$ cat src/hdl/u8u16_pkg.sv
// ----------------------------------------------------------------------------
// u8u16_pkg
// Shared types, constants and lookup tables for the UTF-8 to UTF-16
// transcoder: byte classes, the decoder transition table and the job record
// passed from the front end to the back end.
// ----------------------------------------------------------------------------
package u8u16_pkg;

    // Default width of the per-string code unit counter
    localparam int COUNT_WIDTH_DEF = 16;

    // Depth of the job queue between front and back end (power of two)
    localparam int QUEUE_DEPTH = 4;

    // Configuration port
    localparam int CFG_ADDR_W = 3;
    localparam int CFG_DATA_W = 32;
    localparam logic REG_COUNT_ONLY = 1'b0;   // register index bit paddr[2]

    // Decoder automaton
    localparam int NUM_STATES  = 9;
    localparam int NUM_CLASSES = 12;
    localparam logic [3:0] ST_ACCEPT = 4'd0;
    localparam logic [3:0] ST_REJECT = 4'd1;

    // Surrogate construction
    localparam logic [15:0] HI_SURR_BASE = 16'hD7C0;
    localparam logic [15:0] LO_SURR_BASE = 16'hDC00;

    // Transition table indexed by [state][byte class]
    localparam logic [3:0] NEXT_TABLE [NUM_STATES][NUM_CLASSES] = '{
        '{4'd0, 4'd1, 4'd2, 4'd3, 4'd5, 4'd8, 4'd7, 4'd1, 4'd1, 4'd1, 4'd4, 4'd6},
        '{4'd1, 4'd1, 4'd1, 4'd1, 4'd1, 4'd1, 4'd1, 4'd1, 4'd1, 4'd1, 4'd1, 4'd1},
        '{4'd1, 4'd0, 4'd1, 4'd1, 4'd1, 4'd1, 4'd1, 4'd0, 4'd1, 4'd0, 4'd1, 4'd1},
        '{4'd1, 4'd2, 4'd1, 4'd1, 4'd1, 4'd1, 4'd1, 4'd2, 4'd1, 4'd2, 4'd1, 4'd1},
        '{4'd1, 4'd1, 4'd1, 4'd1, 4'd1, 4'd1, 4'd1, 4'd2, 4'd1, 4'd1, 4'd1, 4'd1},
        '{4'd1, 4'd2, 4'd1, 4'd1, 4'd1, 4'd1, 4'd1, 4'd1, 4'd1, 4'd2, 4'd1, 4'd1},
        '{4'd1, 4'd1, 4'd1, 4'd1, 4'd1, 4'd1, 4'd1, 4'd3, 4'd1, 4'd3, 4'd1, 4'd1},
        '{4'd1, 4'd3, 4'd1, 4'd1, 4'd1, 4'd1, 4'd1, 4'd3, 4'd1, 4'd3, 4'd1, 4'd1},
        '{4'd1, 4'd3, 4'd1, 4'd1, 4'd1, 4'd1, 4'd1, 4'd1, 4'd1, 4'd1, 4'd1, 4'd1}
    };

    // Number of UTF-16 words a job carries
    typedef enum logic [1:0] {
        WORDS_NONE = 2'd0,
        WORDS_ONE  = 2'd1,
        WORDS_TWO  = 2'd2
    } word_num_t;

    // One queued job: the results caused by one input byte
    typedef struct packed {
        logic [15:0] word0;    // single word, or high surrogate
        logic [15:0] word1;    // low surrogate
        word_num_t   nwords;
        logic        last;     // byte closed the string
        logic        failed;   // string ended outside the accept state
    } job_t;

    // Map a byte to its class
    function automatic logic [3:0] byte_class(input logic [7:0] b);
        logic [3:0] cls;
        priority if (b < 8'h80) cls = 4'd0;
        else if (b < 8'h90)     cls = 4'd1;
        else if (b < 8'hA0)     cls = 4'd9;
        else if (b < 8'hC0)     cls = 4'd7;
        else if (b < 8'hC2)     cls = 4'd8;
        else if (b < 8'hE0)     cls = 4'd2;
        else if (b == 8'hE0)    cls = 4'd10;
        else if (b == 8'hED)    cls = 4'd4;
        else if (b < 8'hF0)     cls = 4'd3;
        else if (b == 8'hF0)    cls = 4'd11;
        else if (b < 8'hF4)     cls = 4'd6;
        else if (b == 8'hF4)    cls = 4'd5;
        else                    cls = 4'd8;
        return cls;
    endfunction

endpackage

$ cat src/hdl/u8u16_front.sv
// ----------------------------------------------------------------------------
// u8u16_front
// Front end: accepts one UTF-8 byte per beat, steps the validating decoder,
// builds the UTF-16 words and the string count, and pushes a job per byte
// that has results.
// ----------------------------------------------------------------------------
module u8u16_front #(
    parameter int COUNT_WIDTH = u8u16_pkg::COUNT_WIDTH_DEF
) (
    input  logic                   clk,
    input  logic                   rst_n,
    input  logic                   count_only,
    input  logic                   s_tvalid,
    output logic                   s_tready,
    input  logic [7:0]             s_tdata,     // [7:0] in_byte
    input  logic                   s_tlast,     // end_of_string
    input  logic                   queue_full,
    output logic                   push,
    output u8u16_pkg::job_t        push_job,
    output logic [COUNT_WIDTH-1:0] push_count
);
    import u8u16_pkg::*;

    logic [3:0]             state_reg;
    logic [20:0]            acc_reg;
    logic [COUNT_WIDTH-1:0] cnt_reg;

    logic                   accept;
    logic [3:0]             st_eff;
    logic [3:0]             cls;
    logic [3:0]             st_new;
    logic [20:0]            acc_new;
    logic                   cp_done;
    logic                   cp_wide;
    logic [7:0]             lead_mask;
    logic [15:0]            hi_word;
    logic [15:0]            lo_word;
    logic [1:0]             cnt_inc;
    logic [COUNT_WIDTH:0]   cnt_sum;
    logic [COUNT_WIDTH-1:0] cnt_sat;
    word_num_t              nwords;

    assign s_tready = !queue_full;
    assign accept   = s_tvalid && s_tready;

    // Step the decoder: classify, gather payload bits, look up next state
    always_comb
    begin
        st_eff    = (state_reg >= 4'(NUM_STATES)) ? ST_REJECT : state_reg;
        cls       = byte_class(s_tdata);
        lead_mask = 8'hFF >> cls;
        if (st_eff != ST_ACCEPT)
        begin
            acc_new = {acc_reg[14:0], s_tdata[5:0]};
        end
        else
        begin
            acc_new = {13'd0, lead_mask & s_tdata};
        end
        st_new  = NEXT_TABLE[st_eff][cls];
        cp_done = (st_new == ST_ACCEPT);
        cp_wide = |acc_new[20:16];
        hi_word = HI_SURR_BASE + {5'd0, acc_new[20:10]};
        lo_word = LO_SURR_BASE + {6'd0, acc_new[9:0]};
    end

    // Count code units, saturating at all ones
    always_comb
    begin
        cnt_inc = !cp_done ? 2'd0 : (cp_wide ? 2'd2 : 2'd1);
        cnt_sum = {1'b0, cnt_reg} + {{(COUNT_WIDTH-1){1'b0}}, cnt_inc};
        cnt_sat = cnt_sum[COUNT_WIDTH] ? {COUNT_WIDTH{1'b1}} : cnt_sum[COUNT_WIDTH-1:0];
    end

    // Build the job for this byte
    always_comb
    begin
        if (cp_done && !count_only)
        begin
            nwords = cp_wide ? WORDS_TWO : WORDS_ONE;
        end
        else
        begin
            nwords = WORDS_NONE;
        end
        push_job.nwords = nwords;
        push_job.word1  = lo_word;
        unique case (nwords)
            WORDS_ONE: push_job.word0 = acc_new[15:0];
            WORDS_TWO: push_job.word0 = hi_word;
            default:   push_job.word0 = 16'd0;
        endcase
        push_job.last   = s_tlast;
        push_job.failed = s_tlast && (st_new != ST_ACCEPT);
        push_count      = s_tlast ? cnt_sat : '0;
        push            = accept && ((nwords != WORDS_NONE) || s_tlast);
    end

    // Hold decoder state; reset it at the end of each string
    always_ff @(posedge clk or negedge rst_n)
    begin
        if (!rst_n)
        begin
            state_reg <= ST_ACCEPT;
            acc_reg   <= '0;
            cnt_reg   <= '0;
        end
        else if (accept)
        begin
            if (s_tlast)
            begin
                state_reg <= ST_ACCEPT;
                acc_reg   <= '0;
                cnt_reg   <= '0;
            end
            else
            begin
                state_reg <= st_new;
                acc_reg   <= acc_new;
                cnt_reg   <= cnt_sat;
            end
        end
    end

endmodule

$ cat src/hdl/u8u16_queue.sv
// ----------------------------------------------------------------------------
// u8u16_queue
// Short first-in first-out queue of jobs between front and back end, with the
// head shown combinationally.
// ----------------------------------------------------------------------------
module u8u16_queue #(
    parameter int WIDTH = 8,
    parameter int DEPTH = u8u16_pkg::QUEUE_DEPTH
) (
    input  logic             clk,
    input  logic             rst_n,
    input  logic             push,
    input  logic [WIDTH-1:0] push_data,
    input  logic             pop,
    output logic [WIDTH-1:0] head_data,
    output logic             empty,
    output logic             full
);
    localparam int PTR_W = (DEPTH > 1) ? $clog2(DEPTH) : 1;
    localparam int CNT_W = $clog2(DEPTH + 1);

    logic [WIDTH-1:0] slot_reg [DEPTH];
    logic [PTR_W-1:0] wr_ptr_reg;
    logic [PTR_W-1:0] rd_ptr_reg;
    logic [CNT_W-1:0] fill_reg;
    logic             do_push;
    logic             do_pop;

    assign empty     = (fill_reg == '0);
    assign full      = (fill_reg == CNT_W'(DEPTH));
    assign do_push   = push && !full;
    assign do_pop    = pop && !empty;
    assign head_data = slot_reg[rd_ptr_reg];

    // Store the pushed beat
    always_ff @(posedge clk)
    begin
        if (do_push)
        begin
            slot_reg[wr_ptr_reg] <= push_data;
        end
    end

    // Advance pointers and fill level
    always_ff @(posedge clk or negedge rst_n)
    begin
        if (!rst_n)
        begin
            wr_ptr_reg <= '0;
            rd_ptr_reg <= '0;
            fill_reg   <= '0;
        end
        else
        begin
            if (do_push)
            begin
                wr_ptr_reg <= (wr_ptr_reg == PTR_W'(DEPTH - 1)) ? '0 : wr_ptr_reg + 1'b1;
            end
            if (do_pop)
            begin
                rd_ptr_reg <= (rd_ptr_reg == PTR_W'(DEPTH - 1)) ? '0 : rd_ptr_reg + 1'b1;
            end
            if (do_push && !do_pop)
            begin
                fill_reg <= fill_reg + 1'b1;
            end
            else if (do_pop && !do_push)
            begin
                fill_reg <= fill_reg - 1'b1;
            end
        end
    end

endmodule

$ cat src/hdl/u8u16_back.sv
// ----------------------------------------------------------------------------
// u8u16_back
// Back end: unpacks each queued job into one or two result beats and holds
// them in the output register until the sink takes them.
// ----------------------------------------------------------------------------
module u8u16_back #(
    parameter int COUNT_WIDTH = u8u16_pkg::COUNT_WIDTH_DEF,
    parameter int TDATA_W     = 40
) (
    input  logic                   clk,
    input  logic                   rst_n,
    input  u8u16_pkg::job_t        head_job,
    input  logic [COUNT_WIDTH-1:0] head_count,
    input  logic                   head_empty,
    output logic                   pop,
    output logic                   m_tvalid,
    input  logic                   m_tready,
    output logic [TDATA_W-1:0]     m_tdata,   // [15:0] utf16_word, [16] decode_failed,
                                              // [16+COUNT_WIDTH:17] word_count, rest 0
    output logic                   m_tuser,   // [0] word_valid
    output logic                   m_tlast    // string_done
);
    import u8u16_pkg::*;

    localparam int PAD_W = TDATA_W - 17 - COUNT_WIDTH;

    logic                   out_valid_reg;
    logic [15:0]            word_reg;
    logic                   wvalid_reg;
    logic                   done_reg;
    logic                   failed_reg;
    logic [COUNT_WIDTH-1:0] count_reg;
    logic                   phase_reg;   // high surrogate of a pair already loaded

    logic                   load;
    logic                   first_of_pair;

    assign load          = !head_empty && (!out_valid_reg || m_tready);
    assign first_of_pair = (head_job.nwords == WORDS_TWO) && !phase_reg;
    assign pop           = load && !first_of_pair;

    assign m_tvalid = out_valid_reg;
    assign m_tdata  = {{PAD_W{1'b0}}, count_reg, failed_reg, word_reg};
    assign m_tuser  = wvalid_reg;
    assign m_tlast  = done_reg;

    // Load the next beat of the head job
    always_ff @(posedge clk)
    begin
        if (load)
        begin
            if (first_of_pair)
            begin
                word_reg   <= head_job.word0;
                wvalid_reg <= 1'b1;
                done_reg   <= 1'b0;
                failed_reg <= 1'b0;
                count_reg  <= '0;
            end
            else
            begin
                word_reg   <= (head_job.nwords == WORDS_TWO) ? head_job.word1
                                                             : head_job.word0;
                wvalid_reg <= (head_job.nwords != WORDS_NONE);
                done_reg   <= head_job.last;
                failed_reg <= head_job.failed;
                count_reg  <= head_count;
            end
        end
    end

    // Track output valid and pair phase
    always_ff @(posedge clk or negedge rst_n)
    begin
        if (!rst_n)
        begin
            out_valid_reg <= 1'b0;
            phase_reg     <= 1'b0;
        end
        else
        begin
            if (load)
            begin
                out_valid_reg <= 1'b1;
                phase_reg     <= first_of_pair;
            end
            else if (m_tready)
            begin
                out_valid_reg <= 1'b0;
            end
        end
    end

endmodule

$ cat src/hdl/utf8_to_utf16_transcoder.sv
// ----------------------------------------------------------------------------
// utf8_to_utf16_transcoder
// Validating UTF-8 to UTF-16 transcoder with per-string status and count.
// ----------------------------------------------------------------------------
// The block takes one UTF-8 byte per cycle on the slave stream while the queue is
// not full; the front end steps the decoder automaton and the code unit counter in
// that same cycle, so input is never held up by decoding. Each byte that yields
// results becomes one job in a four-entry queue; the back end sends one result beat
// per cycle from its output register while the sink is ready, so a code point above
// 0xFFFF (a surrogate pair) takes two output beats. Sustained rate is one byte per
// cycle as long as the output side averages no more than one beat per byte; the
// output port, one beat per cycle, sets the limit. A byte's first result is registered
// in the queue and then in the output register. The last byte of a string (tlast)
// gives the closing beat with tlast, decode status and the saturating word count, and
// resets the decoder. Register count_only at address 0 suppresses the word beats.
// ----------------------------------------------------------------------------
module utf8_to_utf16_transcoder #(
    parameter int COUNT_WIDTH = u8u16_pkg::COUNT_WIDTH_DEF
) (
    input  logic                                clk,
    input  logic                                rst_n,
    // configuration
    input  logic                                psel,
    input  logic                                penable,
    input  logic                                pwrite,
    input  logic [u8u16_pkg::CFG_ADDR_W-1:0]    paddr,
    input  logic [u8u16_pkg::CFG_DATA_W-1:0]    pwdata,
    output logic [u8u16_pkg::CFG_DATA_W-1:0]    prdata,
    output logic                                pready,
    // byte input
    input  logic                                s_tvalid,
    output logic                                s_tready,
    input  logic [7:0]                          s_tdata,   // [7:0] in_byte
    input  logic                                s_tlast,   // end_of_string
    // result output
    output logic                                m_tvalid,
    input  logic                                m_tready,
    output logic [((17+COUNT_WIDTH+7)/8)*8-1:0] m_tdata,   // [15:0] utf16_word,
                                                           // [16] decode_failed,
                                                           // then word_count, pad 0
    output logic                                m_tuser,   // [0] word_valid
    output logic                                m_tlast    // string_done
);
    import u8u16_pkg::*;

    localparam int TDATA_W = ((17 + COUNT_WIDTH + 7) / 8) * 8;
    localparam int JOB_W   = $bits(job_t);
    localparam int ENTRY_W = JOB_W + COUNT_WIDTH;

    logic                   count_only_reg;
    logic                   cfg_sel;
    logic                   push;
    job_t                   push_job;
    logic [COUNT_WIDTH-1:0] push_count;
    logic [ENTRY_W-1:0]     head_entry;
    job_t                   head_job;
    logic [COUNT_WIDTH-1:0] head_count;
    logic                   pop;
    logic                   queue_empty;
    logic                   queue_full;

    // Decode the register file
    assign pready  = 1'b1;
    assign cfg_sel = (paddr[2] == REG_COUNT_ONLY);
    assign prdata  = cfg_sel ? {{(CFG_DATA_W-1){1'b0}}, count_only_reg} : '0;

    always_ff @(posedge clk or negedge rst_n)
    begin
        if (!rst_n)
        begin
            count_only_reg <= 1'b0;
        end
        else if (psel && penable && pwrite && pready && cfg_sel)
        begin
            count_only_reg <= pwdata[0];
        end
    end

    u8u16_front #(
        .COUNT_WIDTH (COUNT_WIDTH)
    ) u_front (
        .clk        (clk),
        .rst_n      (rst_n),
        .count_only (count_only_reg),
        .s_tvalid   (s_tvalid),
        .s_tready   (s_tready),
        .s_tdata    (s_tdata),
        .s_tlast    (s_tlast),
        .queue_full (queue_full),
        .push       (push),
        .push_job   (push_job),
        .push_count (push_count)
    );

    u8u16_queue #(
        .WIDTH (ENTRY_W),
        .DEPTH (QUEUE_DEPTH)
    ) u_queue (
        .clk       (clk),
        .rst_n     (rst_n),
        .push      (push),
        .push_data ({push_count, push_job}),
        .pop       (pop),
        .head_data (head_entry),
        .empty     (queue_empty),
        .full      (queue_full)
    );

    // Split the queue head into job record and count
    assign head_job   = job_t'(head_entry[JOB_W-1:0]);
    assign head_count = head_entry[ENTRY_W-1:JOB_W];

    u8u16_back #(
        .COUNT_WIDTH (COUNT_WIDTH),
        .TDATA_W     (TDATA_W)
    ) u_back (
        .clk        (clk),
        .rst_n      (rst_n),
        .head_job   (head_job),
        .head_count (head_count),
        .head_empty (queue_empty),
        .pop        (pop),
        .m_tvalid   (m_tvalid),
        .m_tready   (m_tready),
        .m_tdata    (m_tdata),
        .m_tuser    (m_tuser),
        .m_tlast    (m_tlast)
    );

endmodule
$ cat config.mk
export PLATFORM = sky130hd
export DESIGN_NAME = utf8_to_utf16_transcoder
export DESIGN_NICKNAME = d
export VERILOG_FILES = /design/src/hdl/u8u16_pkg.sv /design/src/hdl/u8u16_front.sv /design/src/hdl/u8u16_queue.sv /design/src/hdl/u8u16_back.sv /design/src/hdl/utf8_to_utf16_transcoder.sv
export SDC_FILE = /design/constraint.sdc
export NUM_CORES = 1
export LEC_CHECK = 0
export ABC_CLOCK_PERIOD_IN_PS = 6200
export BUFFER_PORTS_ARGS = -buffer_cell sky130_fd_sc_hd__buf_2
export CAP_MARGIN = 0
export CORE_MARGIN = 2
export CORE_UTILIZATION = 59
export CTS_CLUSTER_SIZE = 20
export DETAILED_ROUTE_END_ITERATION = 8
export GPL_ROUTABILITY_DRIVEN = 1
export PLACE_DENSITY = 0.8
export SLEW_MARGIN = 5
export SYNTH_ARGS = -nofsm -noshare
export SYNTH_HDL_FRONTEND = slang
export SYNTH_SLANG_ARGS = --single-unit
$ cat constraint.sdc
create_clock -name clk -period 6.2 [get_ports clk]
set_clock_uncertainty 0.2 [all_clocks]
set_input_delay 1.55 -clock clk [delete_from_list [all_inputs] [get_ports clk]]
set_output_delay 1.55 -clock clk [all_outputs]
set_load 0.005 [all_outputs]
==> impl_metrics.yaml <==
clock_tree:
  clockBufferDepth: 3
  cts_inserted_buffers: 26
  path_clk_slew_ns: 0.06
  cts_htree_levels: 1
  ctsHoldBuffers: 0
  clock-sinks: 264
  cts_setup_buffers: 0
  cts-root-buf: "clkbuf_16"
  clkLatencyLatePin_ns: 0.52
  postCtsResizedCells: 0
  cts_tree: "yes"
placed_design:
  hpwl_um: 13600
  placed_cells: 1108
  port_buffers: 55
  gp_congestion: 0.877
  dp_slack_ns: 0.0152
  dpl_cell_area_um2: 12300
worst_setup_path:
  critPathRequiredTime_ns: 6.30
  crit_path_end: "u_queue.slot_reg[0][47]"
  cp.arrival_ns: 5.91
  start_kind: "input pin"
  path_cells: "buf_2 > o21ai_0 > o211ai_1 > o21ai_0 > a21boi_0 > o211ai_1 > and3_4 > nand3b_1 > nor2_1 > ha_1 > inv_1 > fa_2 > and4b_1 > and3_1 > and4_1 > and3_1 > nand3_1 > buf_4 > a21oi_1"
  reg2reg_to: "u_queue.slot_reg[0][47]"
  worst-path-buf-inv: 3
  path_delay_family: "compound AO/OA/AOI/OAI gates"
  reg2reg_from: "u_front.state_reg[0]"
  setup.worst_path.start: "s_tdata[3]"
  path_class: "in -> reg"
  end_kind: "flop"
  worstPathMaxFanout: 14
  r2r_cells: 19
  slowest_stage: "o21ai_0"
  critPathMaxStageDelay_ns: 0.58
  crit_cells: 19
  r2r_setup_slack_ns: 1.34
synthesis:
  synth-main-ff-cell: "edfxtp_1"
  ys_async_sr_fraction: 0.170
  syn_area_um2: 11800
  synth_cell_types: 65
  ys_ff_latch: 264
  synth-edff-count: 219
  syn_inst: 809
  synth-seq-area-share: 0.655
  yosys_warnings: 0
  avgSynthCellArea_um2: 14.5
worst_hold_path:
  hp-class: "reg -> reg"
timing:
  period_needed_ns: 5.81
  rsz0062_at_grt: "false"
  worst_pin_slew_ns: 1.17
  maxSlewHeadroom: 0.210
  finalCritPeriodShare: 0.937
  fmax_mhz: 172
  final-setup-viol-count: 0
  finalHoldViolCount: 0
  setup_ws_ns: 0.391
  drv_slew: 0
  setup_tns_ns: 0
layout:
  drive_above_1_share: 0.224
  fillCellCount: 1337
  n_antenna_cell: 0
  stdcell_count: 1155
  final_nets: 933
  area_growth_pct: 11.8
  final_cell_mix: "edfxtp_1 (219), nand2_1 (58), buf_2 (55), mux4_2 (46), dfrtp_1 (44)"
  fin_area_um2: 13200
  final_common_cell: "edfxtp_1"
  largest_reg_flops: 184
floorplan:
  die_y_um: 145
  fp.coreArea_um2: 19500
  dieWidth_um: 145
  num_rows: 51
  die_area_um2: 21100
  io_pins: 128
  start_util: 0.603
detailed_routing:
  final_antenna_net_count: 0
  drt_iter0_drc: 625
  routed_wl_um: 22400
  wire_per_inst_um: 19.4
  vias_per_cell: 5.91
  drcViolationCount: 0
  dr.pass1.iters: 5
  vias: 6830
pwr:
  p_comb_frac: 0.262
  switching_share: 0.287
  finalPower_uw: 5660
  pwr-share-seq: 0.464
  p_int_uw: 4040
  p_per_area_nw_per_um2: 430
  p_sw_uw: 1620
  clock_power_share: 0.274
  ir_drop_uv: 199
  leakagePower_uw: 0.00487
grt:
  globalRoute.totalOverflow: 0
  antenna_found_initial: 0
  grt_max_degree: 46
  grt_usage: 0.215
  grt_pass1_vias: 6696
  grt_pass1_wl_um: 36200
status:
  status: "complete, no violations"
flow_run:
  drv_cap: 0
cell type report:
class | count | area [µm²] | share of cell area
Sequential cell | 264 | 7700 | 0.585
Clock inverter | 15 | 153 | 0.0116
Tap cell | 265 | 332 | 0.0252
Clock buffer | 32 | 694 | 0.0528
Inverter | 22 | 82.6 | 0.00628
Timing Repair Buffer | 83 | 523 | 0.0397
Multi-Input combinational cell | 474 | 3670 | 0.279
how the worst min path moves through the flow:
stage | cells past startpoint | to | slack [ns] | start
2_1_floorplan | 2 | u_front.acc_reg[1] | 0.24 | u_front.acc_reg[1]
3_5_place_dp | 2 | u_front.acc_reg[3] | 0.27 | u_front.acc_reg[3]
3_3_place_gp | 2 | u_front.acc_reg[3] | 0.26 | u_front.acc_reg[3]
5_1_grt | 2 | u_front.acc_reg[3] | 0.33 | u_front.acc_reg[3]
6_report | 2 | u_front.acc_reg[3] | 0.29 | u_front.acc_reg[3]
4_1_cts | 2 | u_front.acc_reg[3] | 0.29 | u_front.acc_reg[3]
synthesized netlist by cell type, drive strengths merged (17+ instances only):
cell type	n	area, µm²
mux4	46	1040
nand3	18	90.1
buf	49	338
nor2	38	143
mux2	17	199
o21ai	28	140
nand2	58	218
inv	21	78.8
a21oi	41	205
clkbuf	37	139
dfrtp	45	1130
nor2b	26	163
edfxtp	219	6580
power by group through the flow:
stage               sequential (µW)  clock [µW]  combinational, µW
detailed placement             2660           0               1480
floorplan                      2600           0               1070
CTS                            2630        1570               1500
global route                   2670        1640               1630
global placement               2640           0               1440
finish                         2630        1550               1490
routing by layer:
| metal | vias up | GRT usage | wire length, µm | share of wire |
|---|---|---|---|---|
| met2 | 294 | 0.343 | 10800 | 0.48 |
| met1 | 3384 | 0.313 | 9680 | 0.43 |
| met3 | 44 | 0.0330 | 1500 | 0.067 |
| met5 | - | 0 | 0 | 0 |
| met4 | 0 | 0.0618 | 471 | 0.021 |
| li1 | 3108 | - | - | - |
worst register-to-register path: stages (launching register included):
cell,delay (ns)
dfrtp_1,0.48
nor3_1,0.52
nand2b_1,0.11
buf_4,0.24
o211ai_1,0.20
a22oi_1,0.09
nor2_1,0.11
a211o_1,0.18
nand3b_1,0.21
nor2_1,0.16
ha_1,0.18
inv_1,0.05
fa_2,0.33
and4b_1,0.27
and3_1,0.18
and4_1,0.23
and3_1,0.26
nand3_1,0.12
buf_4,0.22
a21oi_1,0.31
cell families (layout without fill, tap and decap cells):
logic type,Yosys count,after routing,share of synthesized area
adders and majority gates,12,12,0.0138
xor gates and xnor gates,13,13,0.00968
muxes,65,65,0.107
other,2,39,0.000638
buffers and inverters,108,152,0.0475
and+or+nand+nor,213,213,0.0951
DFF,264,264,0.655
AOI/OAI and AO/OA,132,132,0.0721
through the flow:
stage | util | hold WS, ns
2_1_floorplan | - | 0.242
3_3_place_gp | 0.630 | 0.255
3_5_place_dp | 0.630 | 0.272
4_1_cts | 0.674 | 0.293
5_1_grt | 0.674 | 0.334
6_report | 0.674 | 0.288
No activity file was read; power rests on OpenSTA's default activity.
